==> src/rtl/emr_pkg.sv <==
// Shared types, constants and helpers for the elevator motion ramp.
package emr_pkg;

  localparam int EMR_FRAC_BITS = 8;

  // Item kinds
  localparam logic [2:0] KIND_TICK     = 3'd0;
  localparam logic [2:0] KIND_UP       = 3'd1;
  localparam logic [2:0] KIND_DOWN     = 3'd2;
  localparam logic [2:0] KIND_POSITION = 3'd3;
  localparam logic [2:0] KIND_FLOOR    = 3'd4;
  localparam logic [2:0] KIND_APPROACH = 3'd5;

  // Register indexes (byte address / 4)
  localparam logic [2:0] REG_ACCEL_REGION    = 3'd0;
  localparam logic [2:0] REG_FLOOR_HEIGHT    = 3'd1;
  localparam logic [2:0] REG_MIN_SPEED       = 3'd2;
  localparam logic [2:0] REG_MAX_SPEED       = 3'd3;
  localparam logic [2:0] REG_APPROACH_OFFSET = 3'd4;

  localparam logic [15:0] RST_ACCEL_REGION    = 16'd90;
  localparam logic [15:0] RST_FLOOR_HEIGHT    = 16'd900;
  localparam logic [15:0] RST_MIN_SPEED       = 16'd50;
  localparam logic [15:0] RST_MAX_SPEED       = 16'd200;
  localparam logic [15:0] RST_APPROACH_OFFSET = 16'hFECA; // -310

  // fraction*10 < 1.0 in Q0.16  <=>  fraction < 6554
  localparam logic [16:0] LEVEL_LOW_LIMIT = 17'd6554;
  localparam logic [3:0]  LEVEL_START     = 4'd1;
  localparam logic [3:0]  LEVEL_IDLE      = 4'd0;

  typedef struct packed {
    logic        [2:0]  kind;
    logic        [15:0] delta_time;
    logic signed [31:0] goal_position;
    logic signed [7:0]  floor_number;
  } in_item_t;

  typedef struct packed {
    logic signed [31:0] car_position;
    logic               is_moving;
    logic               arrived;
    logic        [3:0]  sound_level;
  } out_item_t;

  typedef struct packed {
    logic        [15:0] accel_region;
    logic        [15:0] floor_height;
    logic        [15:0] min_speed;
    logic        [15:0] max_speed;
    logic signed [15:0] approach_offset;
  } cfg_t;

  typedef struct packed {
    logic signed [31:0] position;
    logic               arrived;
    logic        [3:0]  level;
  } tick_res_t;

  function automatic logic signed [31:0] sat32(input logic signed [47:0] v);
    logic signed [47:0] hi;
    logic signed [47:0] lo;
    hi = 48'sh0000_7FFF_FFFF;
    lo = -48'sh0000_8000_0000;
    if (v > hi) return 32'sh7FFF_FFFF;
    else if (v < lo) return 32'sh8000_0000;
    else return v[31:0];
  endfunction

endpackage

==> src/rtl/emr_tick.sv <==
// Bit-serial tick datapath: two ramp divisions, speed and step multiplies.
module emr_tick import emr_pkg::*; #(
  parameter int FracBits = EMR_FRAC_BITS
) (
  input  logic               clk,
  input  logic               rst,
  input  logic               start,
  input  logic signed [31:0] pos,
  input  logic signed [31:0] start_pos,
  input  logic signed [31:0] target,
  input  logic        [15:0] dt,
  input  cfg_t               cfg,
  output logic               done,
  output tick_res_t          res
);

  localparam int RW = 16 + FracBits;   // region width in Q
  localparam int SW = 32 - FracBits;   // step shift
  localparam logic [4:0] DIV_LAST  = 5'd16;
  localparam logic [4:0] SPD_LAST  = 5'd16;
  localparam logic [4:0] STEP_LAST = 5'd15;

  typedef enum logic [6:0] {
    T_IDLE      = 7'b0000001,
    T_PREP      = 7'b0000010,
    T_DIV_END   = 7'b0000100,
    T_DIV_START = 7'b0001000,
    T_MUL_SPD   = 7'b0010000,
    T_MUL_STEP  = 7'b0100000,
    T_FIN       = 7'b1000000
  } tstate_t;

  tstate_t state, state_next;
  logic [4:0]         cnt;
  logic [RW-1:0]      rem;
  logic [16:0]        quo;
  logic [RW-1:0]      off_s_c;
  logic [32:0]        off_end;
  logic               dir_up, dir_dn;
  logic [16:0]        a_end, a_start, a_fin;
  logic signed [47:0] acc, mcand;
  logic [16:0]        mier;

  logic [15:0]        reg_units;
  logic [RW-1:0]      region;
  logic signed [32:0] diff, sdiff;
  logic [32:0]        off_e_abs, off_s_abs;
  logic [RW:0]        dv_t;
  logic               dv_ge;
  logic [RW-1:0]      dv_rem_next;
  logic [16:0]        quo_next;
  logic [16:0]        fin_min;
  logic signed [47:0] acc_mul;
  logic [47:0]        step48;
  logic [32:0]        step_c;
  logic signed [31:0] new_pos;
  logic [20:0]        a_fin10;
  logic [3:0]         lvl;

  always_comb begin
    reg_units = (cfg.accel_region == 16'd0) ? 16'd1 : cfg.accel_region;
    region    = RW'(reg_units) << FracBits;
    diff      = 33'(target) - 33'(pos);
    sdiff     = 33'(start_pos) - 33'(pos);
    off_e_abs = diff[32] ? 33'(-diff) : 33'(diff);
    off_s_abs = sdiff[32] ? 33'(-sdiff) : 33'(sdiff);
    dv_t      = (cnt == 5'd0) ? {1'b0, rem} : {rem, 1'b0};
    dv_ge     = dv_t >= {1'b0, region};
    dv_rem_next = dv_ge ? RW'(dv_t - {1'b0, region}) : RW'(dv_t);
    quo_next  = {quo[15:0], dv_ge};
    fin_min   = (quo_next < a_end) ? quo_next : a_end;
    acc_mul   = mier[0] ? acc + mcand : acc;
    step48    = 48'(acc) >> SW;
    step_c    = (step48 > 48'(off_end)) ? off_end : step48[32:0];
    if (dir_up) new_pos = pos + step_c[31:0];
    else if (dir_dn) new_pos = pos - step_c[31:0];
    else new_pos = pos;
    a_fin10   = 21'(a_fin) * 21'd10;
    lvl = (a_start < LEVEL_LOW_LIMIT) ? LEVEL_START : 4'((a_fin10 + 21'd32768) >> 16);
  end

  always_comb begin
    state_next = state;
    case (state)
      T_IDLE:      if (start) state_next = T_PREP;
      T_PREP:      state_next = T_DIV_END;
      T_DIV_END:   if (cnt == DIV_LAST) state_next = T_DIV_START;
      T_DIV_START: if (cnt == DIV_LAST) state_next = T_MUL_SPD;
      T_MUL_SPD:   if (cnt == SPD_LAST) state_next = T_MUL_STEP;
      T_MUL_STEP:  if (cnt == STEP_LAST) state_next = T_FIN;
      T_FIN:       state_next = T_IDLE;
      default:     state_next = T_IDLE;
    endcase
  end

  always_ff @(posedge clk) begin
    if (rst) begin
      state <= T_IDLE;
      done  <= 1'b0;
    end else begin
      state <= state_next;
      done  <= (state == T_FIN);
    end
  end

  always_ff @(posedge clk) begin
    case (state)
      T_PREP: begin
        off_end <= off_e_abs;
        dir_up  <= !diff[32] && (diff != 33'sd0);
        dir_dn  <= diff[32];
        rem     <= (off_e_abs > 33'(region)) ? region : off_e_abs[RW-1:0];
        off_s_c <= (off_s_abs > 33'(region)) ? region : off_s_abs[RW-1:0];
        quo     <= '0;
        cnt     <= '0;
      end
      T_DIV_END: begin
        if (cnt == DIV_LAST) begin
          a_end <= quo_next;
          rem   <= off_s_c;
          quo   <= '0;
          cnt   <= '0;
        end else begin
          rem <= dv_rem_next;
          quo <= quo_next;
          cnt <= cnt + 5'd1;
        end
      end
      T_DIV_START: begin
        if (cnt == DIV_LAST) begin
          a_start <= quo_next;
          a_fin   <= fin_min;
          mier    <= fin_min;
          mcand   <= 48'(signed'({1'b0, cfg.max_speed}) - signed'({1'b0, cfg.min_speed}));
          acc     <= signed'(48'({cfg.min_speed, 16'd0}));
          cnt     <= '0;
        end else begin
          rem <= dv_rem_next;
          quo <= quo_next;
          cnt <= cnt + 5'd1;
        end
      end
      T_MUL_SPD: begin
        if (cnt == SPD_LAST) begin
          mier  <= {1'b0, dt};
          mcand <= acc_mul[47] ? 48'sd0 : signed'({16'd0, acc_mul[31:0]});
          acc   <= '0;
          cnt   <= '0;
        end else begin
          acc   <= acc_mul;
          mcand <= mcand <<< 1;
          mier  <= mier >> 1;
          cnt   <= cnt + 5'd1;
        end
      end
      T_MUL_STEP: begin
        acc   <= acc_mul;
        mcand <= mcand <<< 1;
        mier  <= mier >> 1;
        cnt   <= cnt + 5'd1;
      end
      T_FIN: begin
        res.position <= new_pos;
        res.arrived  <= (new_pos == target);
        res.level    <= lvl;
      end
      default: ;
    endcase
  end

endmodule

==> src/rtl/elevator_motion_ramp.sv <==
// Top level of the elevator motion ramp: config port, command decode, item handshake.
//
// Usage:
//  - req carries one in_item_t per item (valid/ready); rsp returns exactly one
//    out_item_t per accepted item, in order.
//  - Command items (up, down, to position, to floor, approach), undefined kinds and
//    ticks while the car stands still are resolved in the accept cycle; their
//    result is registered and moves to the rsp register once that is free.
//  - A tick while moving runs the bit-serial datapath: a prep step, two ramp
//    divisions, a speed multiply and a step multiply, then a finish step. The
//    result then goes through the result and rsp registers, and that serial
//    datapath sets the tick rate.
//  - One item is in work at a time; req_ready is high only while idle, but a
//    new item is taken while the previous result still waits in the rsp
//    register. A stalled receiver holds rsp and, once a second result is
//    ready, holds the block.
//  - Reset (rst, synchronous) loads the register defaults, parks the car at
//    zero, idle, and empties the rsp register.
//  - APB registers at 4*index: accel_region, floor_height, min_speed,
//    max_speed, approach_offset; write them only while the block is idle.
module elevator_motion_ramp import emr_pkg::*; #(
  parameter int FracBits = EMR_FRAC_BITS
) (
  input  logic        clk,
  input  logic        rst,
  input  logic        psel,
  input  logic        penable,
  input  logic        pwrite,
  input  logic [4:0]  paddr,
  input  logic [31:0] pwdata,
  output logic [31:0] prdata,
  output logic        pready,
  input  logic        req_valid,
  output logic        req_ready,
  input  in_item_t    req,
  output logic        rsp_valid,
  input  logic        rsp_ready,
  output out_item_t   rsp
);

  localparam int FW = 16 + FracBits;

  typedef enum logic [2:0] {
    ST_IDLE = 3'b001,
    ST_BUSY = 3'b010,
    ST_HOLD = 3'b100
  } state_t;

  state_t state;
  cfg_t   cfg;
  logic signed [31:0] position, start_position, target_position;
  logic               moving;
  logic [15:0]        dt;
  out_item_t          result;
  logic               tick_start;
  logic               tick_done;
  tick_res_t          tick_res;

  // command decode
  logic               accept, slot_free, cfg_wr;
  logic signed [47:0] fh_q, tgt_flr, off_q, tgt_ext;
  logic signed [FW+8:0] flr_prod;
  logic signed [31:0] cmd_target, cmd_position;

  assign pready    = 1'b1;
  assign cfg_wr    = psel && penable && pwrite;
  assign req_ready = (state == ST_IDLE);
  assign accept    = req_valid && req_ready;
  assign slot_free = !rsp_valid || rsp_ready;

  always_comb begin
    case (paddr[4:2])
      REG_ACCEL_REGION:    prdata = {16'd0, cfg.accel_region};
      REG_FLOOR_HEIGHT:    prdata = {16'd0, cfg.floor_height};
      REG_MIN_SPEED:       prdata = {16'd0, cfg.min_speed};
      REG_MAX_SPEED:       prdata = {16'd0, cfg.max_speed};
      REG_APPROACH_OFFSET: prdata = 32'(cfg.approach_offset);
      default:             prdata = 32'd0;
    endcase
  end

  always_ff @(posedge clk) begin
    if (rst) begin
      cfg.accel_region    <= RST_ACCEL_REGION;
      cfg.floor_height    <= RST_FLOOR_HEIGHT;
      cfg.min_speed       <= RST_MIN_SPEED;
      cfg.max_speed       <= RST_MAX_SPEED;
      cfg.approach_offset <= RST_APPROACH_OFFSET;
    end else if (cfg_wr) begin
      case (paddr[4:2])
        REG_ACCEL_REGION:    cfg.accel_region    <= pwdata[15:0];
        REG_FLOOR_HEIGHT:    cfg.floor_height    <= pwdata[15:0];
        REG_MIN_SPEED:       cfg.min_speed       <= pwdata[15:0];
        REG_MAX_SPEED:       cfg.max_speed       <= pwdata[15:0];
        REG_APPROACH_OFFSET: cfg.approach_offset <= pwdata[15:0];
        default: ;
      endcase
    end
  end

  // Floor math in Q: floor_number * floor_height, offsets scaled by 2^FracBits.
  always_comb begin
    fh_q     = signed'(48'(FW'(cfg.floor_height) << FracBits));
    flr_prod = req.floor_number * signed'({1'b0, FW'(cfg.floor_height) << FracBits});
    tgt_flr  = 48'(flr_prod);
    off_q    = 48'(cfg.approach_offset) <<< FracBits;
    tgt_ext  = 48'(target_position);
    cmd_position = position;
    case (req.kind)
      KIND_UP:       cmd_target = sat32(tgt_ext + fh_q);
      KIND_DOWN:     cmd_target = sat32(tgt_ext - fh_q);
      KIND_POSITION: cmd_target = req.goal_position;
      KIND_FLOOR:    cmd_target = sat32(tgt_flr);
      KIND_APPROACH: begin
        cmd_target   = sat32(tgt_flr);
        cmd_position = sat32(tgt_flr + off_q);
      end
      default:       cmd_target = target_position;
    endcase
  end

  assign tick_start = accept && (req.kind == KIND_TICK) && moving;

  always_ff @(posedge clk) begin
    if (rst) begin
      state           <= ST_IDLE;
      position        <= '0;
      start_position  <= '0;
      target_position <= '0;
      moving          <= 1'b0;
      rsp_valid       <= 1'b0;
    end else begin
      // a new result replaces the one taken in the same cycle
      if (state == ST_HOLD && slot_free) rsp_valid <= 1'b1;
      else if (rsp_valid && rsp_ready) rsp_valid <= 1'b0;
      case (state)
        ST_IDLE: begin
          if (tick_start) begin
            state <= ST_BUSY;
          end else if (accept) begin
            state <= ST_HOLD;
            if (req.kind >= KIND_UP && req.kind <= KIND_APPROACH) begin
              position        <= cmd_position;
              start_position  <= cmd_position;
              target_position <= cmd_target;
              moving          <= 1'b1;
            end
          end
        end
        ST_BUSY: begin
          if (tick_done) begin
            state    <= ST_HOLD;
            position <= tick_res.position;
            if (tick_res.arrived) moving <= 1'b0;
          end
        end
        ST_HOLD: begin
          if (slot_free) state <= ST_IDLE;
        end
        default: state <= ST_IDLE;
      endcase
    end
  end

  // Result and payload registers
  always_ff @(posedge clk) begin
    if (tick_start) dt <= req.delta_time;
    if (state == ST_IDLE && accept && !tick_start) begin
      if (req.kind >= KIND_UP && req.kind <= KIND_APPROACH) begin
        result.car_position <= cmd_position;
        result.is_moving    <= 1'b1;
        result.sound_level  <= LEVEL_START;
      end else begin
        result.car_position <= position;
        result.is_moving    <= moving;
        result.sound_level  <= LEVEL_IDLE;
      end
      result.arrived <= 1'b0;
    end else if (state == ST_BUSY && tick_done) begin
      result.car_position <= tick_res.position;
      result.is_moving    <= !tick_res.arrived;
      result.arrived      <= tick_res.arrived;
      result.sound_level  <= tick_res.level;
    end
    if (state == ST_HOLD && slot_free) rsp <= result;
  end

  emr_tick #(.FracBits(FracBits)) u_tick (
    .clk       (clk),
    .rst       (rst),
    .start     (tick_start),
    .pos       (position),
    .start_pos (start_position),
    .target    (target_position),
    .dt        (dt),
    .cfg       (cfg),
    .done      (tick_done),
    .res       (tick_res)
  );

  a_done_busy: assert property (@(posedge clk) disable iff (rst)
    tick_done |-> state == ST_BUSY)
    else $error("tick datapath finished outside busy state");

  a_accept_leaves_idle: assert property (@(posedge clk) disable iff (rst)
    accept |=> state != ST_IDLE)
    else $error("item accepted but state stayed idle");

  a_arrive_on_target: assert property (@(posedge clk) disable iff (rst)
    (state == ST_BUSY && tick_done && tick_res.arrived) |=> position == target_position)
    else $error("arrival without position on target");

  a_arrived_stopped: assert property (@(posedge clk) disable iff (rst)
    (rsp_valid && rsp.arrived) |-> !rsp.is_moving)
    else $error("arrived item still reports moving");

endmodule

==> config.mk <==
export PLATFORM = sky130hd
export DESIGN_NAME = elevator_motion_ramp
export DESIGN_NICKNAME = d
export VERILOG_FILES = /design/src/rtl/emr_pkg.sv /design/src/rtl/emr_tick.sv /design/src/rtl/elevator_motion_ramp.sv
export SDC_FILE = /design/constraint.sdc
export NUM_CORES = 2
export LEC_CHECK = 0
export ABC_CLOCK_PERIOD_IN_PS = 9850
export BUFFER_PORTS_ARGS = -buffer_cell sky130_fd_sc_hd__buf_2
export CAP_MARGIN = 20
export CORE_MARGIN = 5
export CORE_UTILIZATION = 34
export DETAILED_ROUTE_END_ITERATION = 8
export HOLD_SLACK_MARGIN = 0.12
export SETUP_SLACK_MARGIN = 0.02
export SLEW_MARGIN = 40
export SYNTH_ARGS = -nofsm -noshare
export SYNTH_HDL_FRONTEND = slang
export SYNTH_SLANG_ARGS = --single-unit
==> constraint.sdc <==
create_clock -name clk -period 9.85 [get_ports clk]
set_clock_uncertainty 0.05 [all_clocks]
set_input_delay 0.4925 -clock clk [delete_from_list [all_inputs] [get_ports clk]]
set_output_delay 0.4925 -clock clk [all_outputs]
set_load 0.01 [all_outputs]
# == Word-level counts from Yosys, hierarchy flattened ==
# Index checks and enable logic that the tools add are counted.
# totals
regBits,586
out_inout_bits,73
# op_classes
addsub,14
n_bitwise,1
reduce_logical,46
mul,2
mux,69
order_cmp,16
eq_ne,35
# op_table
op,count
2-to-1 mux 32 bit,17
one-hot mux 48 bit (3 select lines),2
2-to-1 mux 48 bit,5
one-hot mux 32 bit (5 select lines),1
one-hot mux 32 bit (4 select lines),1
2-to-1 mux 24 bit,5
"> comparator 33 x 32 -> 1 bit, second input constant",3
"less-than comparator 33 x 32 -> 1 bit, second input constant",3
2-to-1 mux 33 bit,3
2-to-1 mux 38 bit,2
one-hot mux 24 bit (3 select lines),1
> comparator 33 x 24 -> 1 bit,2
negator 33 bit,2
subtractor 32 x 32 -> 33 bit,2
2-to-1 mux 16 bit,4
one-hot mux 32 bit (2 select lines),1
one-hot mux 17 bit (3 select lines),1
adder 48 bit,1
one-hot mux 16 bit (3 select lines),1
one-hot mux 7 bit (6 select lines),1
2-to-1 mux 7 bit,5
adder 33 x 24 -> 34 bit,1
"> comparator 34 x 32 -> 1 bit, second input constant",1
"less-than comparator 34 x 32 -> 1 bit, second input constant",1
58 further kinds,117

# == Longest topological paths before layout ==
# depth
word_depth,10
depth_mapped,35
depth_no_buf,33

# == Modules after synthesis ==
# Synthesis repeated with hierarchy kept, for this count alone.
# hier_totals
cells_unflattened,5731
area_unflattened_um2,49831.5
# by_module_without_submodules
mod,cells_each,seq_area_each_um2,n_inst,area_per_inst_um2
emr_tick,3426,9288.9,1,30066.3
elevator_motion_ramp,2305,6376.1,1,19765.2

# == Least setup slack after synthesis ==
# Ideal clock, no wire load.
# synth_path
path_kind,reg2reg
start,register u_tick.state[6]
end,register u_tick.quo[0] (enable)
setup_slack_ns,0.299
setup_ns,0.437
t_arrival_ns,9.064
required_time_ns,9.363
n_path_buf,0
stages_incl_launch_ff,6
path_cell_list,dfxtp_1 -> nor2_1 -> nand2_1 -> nor4b_1 -> nor2_1 -> nor2_1
# synth_via
elab_chain_len,3
elab_cells_between_ends,6
cone_classes,eq/ne: 4; reduce/logical: 2
# synth_lines
element,line,rtl
"start, declared",emr_tick.sv:33,"tstate_t state, state_next;"
"start signal, assigned",emr_tick.sv:101,state <= state_next;
"equality test 7 x 4 -> 1 bit, or another cell as far along",emr_tick.sv:107,case (state)
inequality test 2 bit (no line) / nonzero test 3 bit (equally long branches),n/a,
AND reduction 2 bit (no line) (*),n/a,
"end signal, assigned",emr_tick.sv:125,quo <= quo_next;
"end signal, assigned",emr_tick.sv:139,quo <= quo_next;
"end, declared",emr_tick.sv:36,logic [16:0] quo;
# Mark *: on every way between the ends. The rest lies on a longest branch, timed or not.
# A chain may end at the register's enable or synchronous reset.

# == Worst setup path in the final report ==
# layout_path
start,register cfg[49] (netlist name)
end,"register result[20] (netlist bit), data pin"
# layout_via
elab_chain_len,8
elab_cells_between_ends,9
cone_classes,add/sub: 1; mul: 1; order compare: 2; mux: 5
# layout_lines
element,line,rtl
multiplier 8 x 17 -> 25 bit (*),elevator_motion_ramp.sv:104,"flr_prod = req.floor_number * signed'({1'b0, FW'(cfg.floor_height) << FracBits});"
adder 33 x 24 -> 34 bit (*),elevator_motion_ramp.sv:116,cmd_position = sat32(tgt_flr + off_q);
less-than comparator 34 x 32 -> 1 bit,emr_pkg.sv:66,else if (v < lo) return 32'sh8000_0000;
2-to-1 mux 32 bit,emr_pkg.sv:66,
2-to-1 mux 32 bit (*),emr_pkg.sv:65,if (v > hi) return 32'sh7FFF_FFFF;
2-to-1 mux 32 bit (*),elevator_motion_ramp.sv:109,case (req.kind)
2-to-1 mux 33 bit (*),elevator_motion_ramp.sv:169,if (req.kind >= KIND_UP && req.kind <= KIND_APPROACH) begin
2-to-1 mux 38 bit (*),elevator_motion_ramp.sv:168,if (state == ST_IDLE && accept && !tick_start) begin
"end, declared",elevator_motion_ramp.sv:54,out_item_t result;
# Marks and branches as above.

==> results_dict.tcl <==
set metrics [dict create \
    synth_cells 5618 \
    pwr_density_cell_mw_per_mm2 169.0 \
    antenna_cells 0 \
    drt_iter0_markers 4081 \
    status "complete, no violations" \
    yosys.area.top_type "edfxtp_1" \
    cts_root_buf "clkbuf_16" \
    path_max_fanout 13 \
    critPathBufInv 3 \
    fmax_mhz 118.0 \
    start_util_pct 34.24 \
    synth_top_flop_cell "edfxtp_1" \
    die_x_um 390.6 \
    cts_buffers 69 \
    fin_nets 6336 \
    postRouteWirelength_mm 178.1 \
    yosysMostFrequentCell "nand2_1" \
    worstSetupPathType "flop to flop" \
    worst_ir_drop_vdd_uv 125.1 \
    rsz0062_at_grt "no" \
    multi_input_area_mm2 0.03118 \
    cts_tree "built" \
    avgViaCountPerCell 5.815 \
    antenna_found_initial 4 \
    synthMuxAreaShare_pct 4.164 \
    hpwl_mm 137.2 \
    synth-seq-cells 585 \
    finalSetupTns_ps 0 \
    tightest_slew_ps 925.1 \
    synth_area_leaders "edfxtp_1, ha_1, dfxtp_1" \
    synthAdderAreaFrac_pct 14.76 \
    synth_compound_area_share_pct 22.21 \
    end_kind "flop" \
    hold_path_class "primary input to flop" \
    hold_end "target_position[2]" \
    p_leak_uw 0.02239 \
    fp.dieH_um 390.6 \
    dr.pass1.iters 6 \
    min_path_cells 3 \
    synth-edff-count 395 \
    core_mm2 0.1438 \
    netlist_area_mm2 0.04924 \
    setup_violations 0 \
    grt_max_degree 112 \
    synthArstFlopShare_pct 0 \
    hp-start "req[10]" \
    r2r-start "cfg[49]" \
    hold_viol_final 0 \
    worst_slack_ps 1374 \
    n_fill_cell 14520 \
    vias 44590 \
    yosysTopAreaCellShare_pct 24.09 \
    syn_area_per_cell_um2 8.766 \
    synth-warning-count 0 \
    die_area_mm2 0.1525 \
    required_ps 10320 \
    clk_latency_ps 710 \
    final_antenna_net_count 0 \
    cts_setup_buffers 0 \
    post-place-ws_ps 1140 \
    globalplace.congestion 0.9723 \
    grt_use_total_pct 22.52 \
    ys_seq_area_share_pct 31.81 \
    seq_area_mm2 0.01567 \
    grt_pass1_wl_mm 265.5 \
    cpMaxStageDelayCell "nor3_1" \
    r2r_end "result[20]" \
    synth_top_family_by_area "compound AO/OA/AOI/OAI gates" \
    layout_min_cycle_time_ps 8476 \
    critPathMaxStageDelay_ps 750 \
    synth_cell_types 91 \
    finalCritPeriodShare_pct 86.05 \
    io_buffers 156 \
    holdWs_ps 165.9 \
    max-clock-path-buffers 3 \
    gr-total-overflow 0 \
    synthSimpleGateAreaFrac_pct 16.94 \
    rows 139 \
    drv_cap 0 \
    cts_resized 0 \
    cp_top_family "compound AO/OA/AOI/OAI gates" \
    cpMostUsedCell "fa_1" \
    pin_count 176 \
    drc 0 \
    drive_above_1_share_pct 8.985 \
    wl_per_cell_um 23.22 \
    start_kind "flop" \
    rrSetupSlack_ps 1370 \
    synth-xor-area-share_pct 4.695 \
    max_slew_margin_pct 37.55 \
    cts_sinks 585 \
    synthTopCellsByCount "nand2_1, a21oi_1, ha_1, inv_1, edfxtp_1" \
    worstPathArrival_ps 8940 \
    grt_pass1_vias 42480 \
    syn2layout_area_growth_pct 11.50 \
    reg2reg_depth 26 \
    drv_slew 0 \
    htreeDepth 3 \
    clkTransAtPathRegs_ps 60 \
]
cell families (layout without fill, tap and decap cells):
family / Yosys count / count (layout)
adders and majority gates: 524 / 524
AOI/OAI and AO/OA: 1667 / 1667
DFF: 585 / 585
other: 2 / 15
xor gates and xnor gates: 264 / 264
and+or+nand+nor: 1692 / 1692
buffers and inverters: 689 / 823
muxes: 195 / 195
placed cells by master (no fill, tap or decap), drive strengths merged, types with 28 or more instances in the layout:
| cell type | instances |
|---|---|
| o31ai | 35 |
| nor4 | 38 |
| o21ai | 340 |
| nor3 | 134 |
| dlygate4sd3 | 48 |
| o211ai | 64 |
| a31oi | 50 |
| xor2 | 84 |
| or3 | 44 |
| o221ai | 30 |
| and2 | 130 |
| nor2 | 383 |
| nand4 | 54 |
| nand3 | 96 |
| xnor2 | 180 |
| mux2i | 116 |
| and3 | 66 |
| inv | 410 |
| nor2b | 60 |
| a21oi | 440 |
| nand2 | 496 |
| mux2 | 79 |
| buf | 243 |
| edfxtp | 395 |
| ha | 429 |
| fa | 95 |
| o21a | 49 |
| dfxtp | 190 |
| a221oi | 28 |
| o22ai | 62 |
| nand2b | 58 |
| a211oi | 91 |
| clkbuf | 89 |
| a21o | 149 |
tightest hold or removal path: cells and delay by family:
family	cells	cell delay [ps]
AOI/OAI and AO/OA	2	270
buffers and inverters	1	110
power breakdown:
| group | switching (µW) | total (µW) | leakage, µW | internal [µW] |
|---|---|---|---|---|
| registers | 80.2 | 2790 | 0.00536 | 2710 |
| clock network | 1150 | 2550 | 0.00106 | 1400 |
| logic | 2500 | 3930 | 0.0160 | 1430 |
| total | 3730 | 9280 | 0.0224 | 5550 |
metrics by stage:
stage,power (µW),util [%],instance area [µm²],instances
floorplan,5461,-,49290,5631
global placement,6589,36.22,52100,7491
detailed placement,6644,36.28,52180,7493
CTS,9231,38.14,54860,7668
global route,9767,38.18,54910,7668
finish,9281,38.18,54910,7668
area by class of cell:
| cell class | count | area share (%) |
|---|---|---|
| multi-input combinational | 4357 | 56.79 |
| clock buffer | 89 | 3.357 |
| inverter | 405 | 2.769 |
| tap | 1903 | 4.336 |
| timing repair buffer | 291 | 3.584 |
| sequential | 585 | 28.53 |
| clock inverter | 38 | 0.6358 |
sequential cells by signal, summed over array words and instances (netlist names), 17 cells and up:
| register | flops |
|---|---|
| cfg | 80 |
| position | 32 |
| result | 38 |
| rsp | 38 |
| start_position | 32 |
| target_position | 32 |
| u_tick.a_end | 17 |
| u_tick.a_fin | 17 |
| u_tick.acc | 48 |
| u_tick.mcand | 48 |
| u_tick.mier | 17 |
| u_tick.off_end | 33 |
| u_tick.off_s_c | 24 |
| u_tick.rem | 24 |
| u_tick.res | 37 |
worst max-delay path by stage:
stage                    start            end  slack, ps  cells past startpoint
6_report               cfg[49]     result[20]       1370                     26
5_1_grt                cfg[49]   position[17]        790                     28
3_5_place_dp            req[7]   position[17]       1140                     28
3_3_place_gp            req[7]     result[20]       1210                     26
2_1_floorplan  u_tick.state[6]  u_tick.quo[0]        300                      5
4_1_cts                cfg[49]   position[17]       1410                     28
routing by layer:
| metal | part of all wire [%] | vias to the layer above | GRT usage [%] |
|---|---|---|---|
| met5 | 0.023 | - | 0 |
| met4 | 4.9 | 6 | 9.843 |
| met3 | 7.4 | 347 | 3.516 |
| met2 | 45 | 1796 | 36.20 |
| met1 | 43 | 21660 | 30.08 |
| li1 | - | 20790 | - |
repair_timing:
| item | in CTS | in global routing |
|---|---|---|
| hold endpoints to repair | 113 | 0 |
| setup endpoints to repair | 0 | 0 |
| hold buffers | 48 | 0 |
Note: power is estimated with default switching activity, not from simulation.
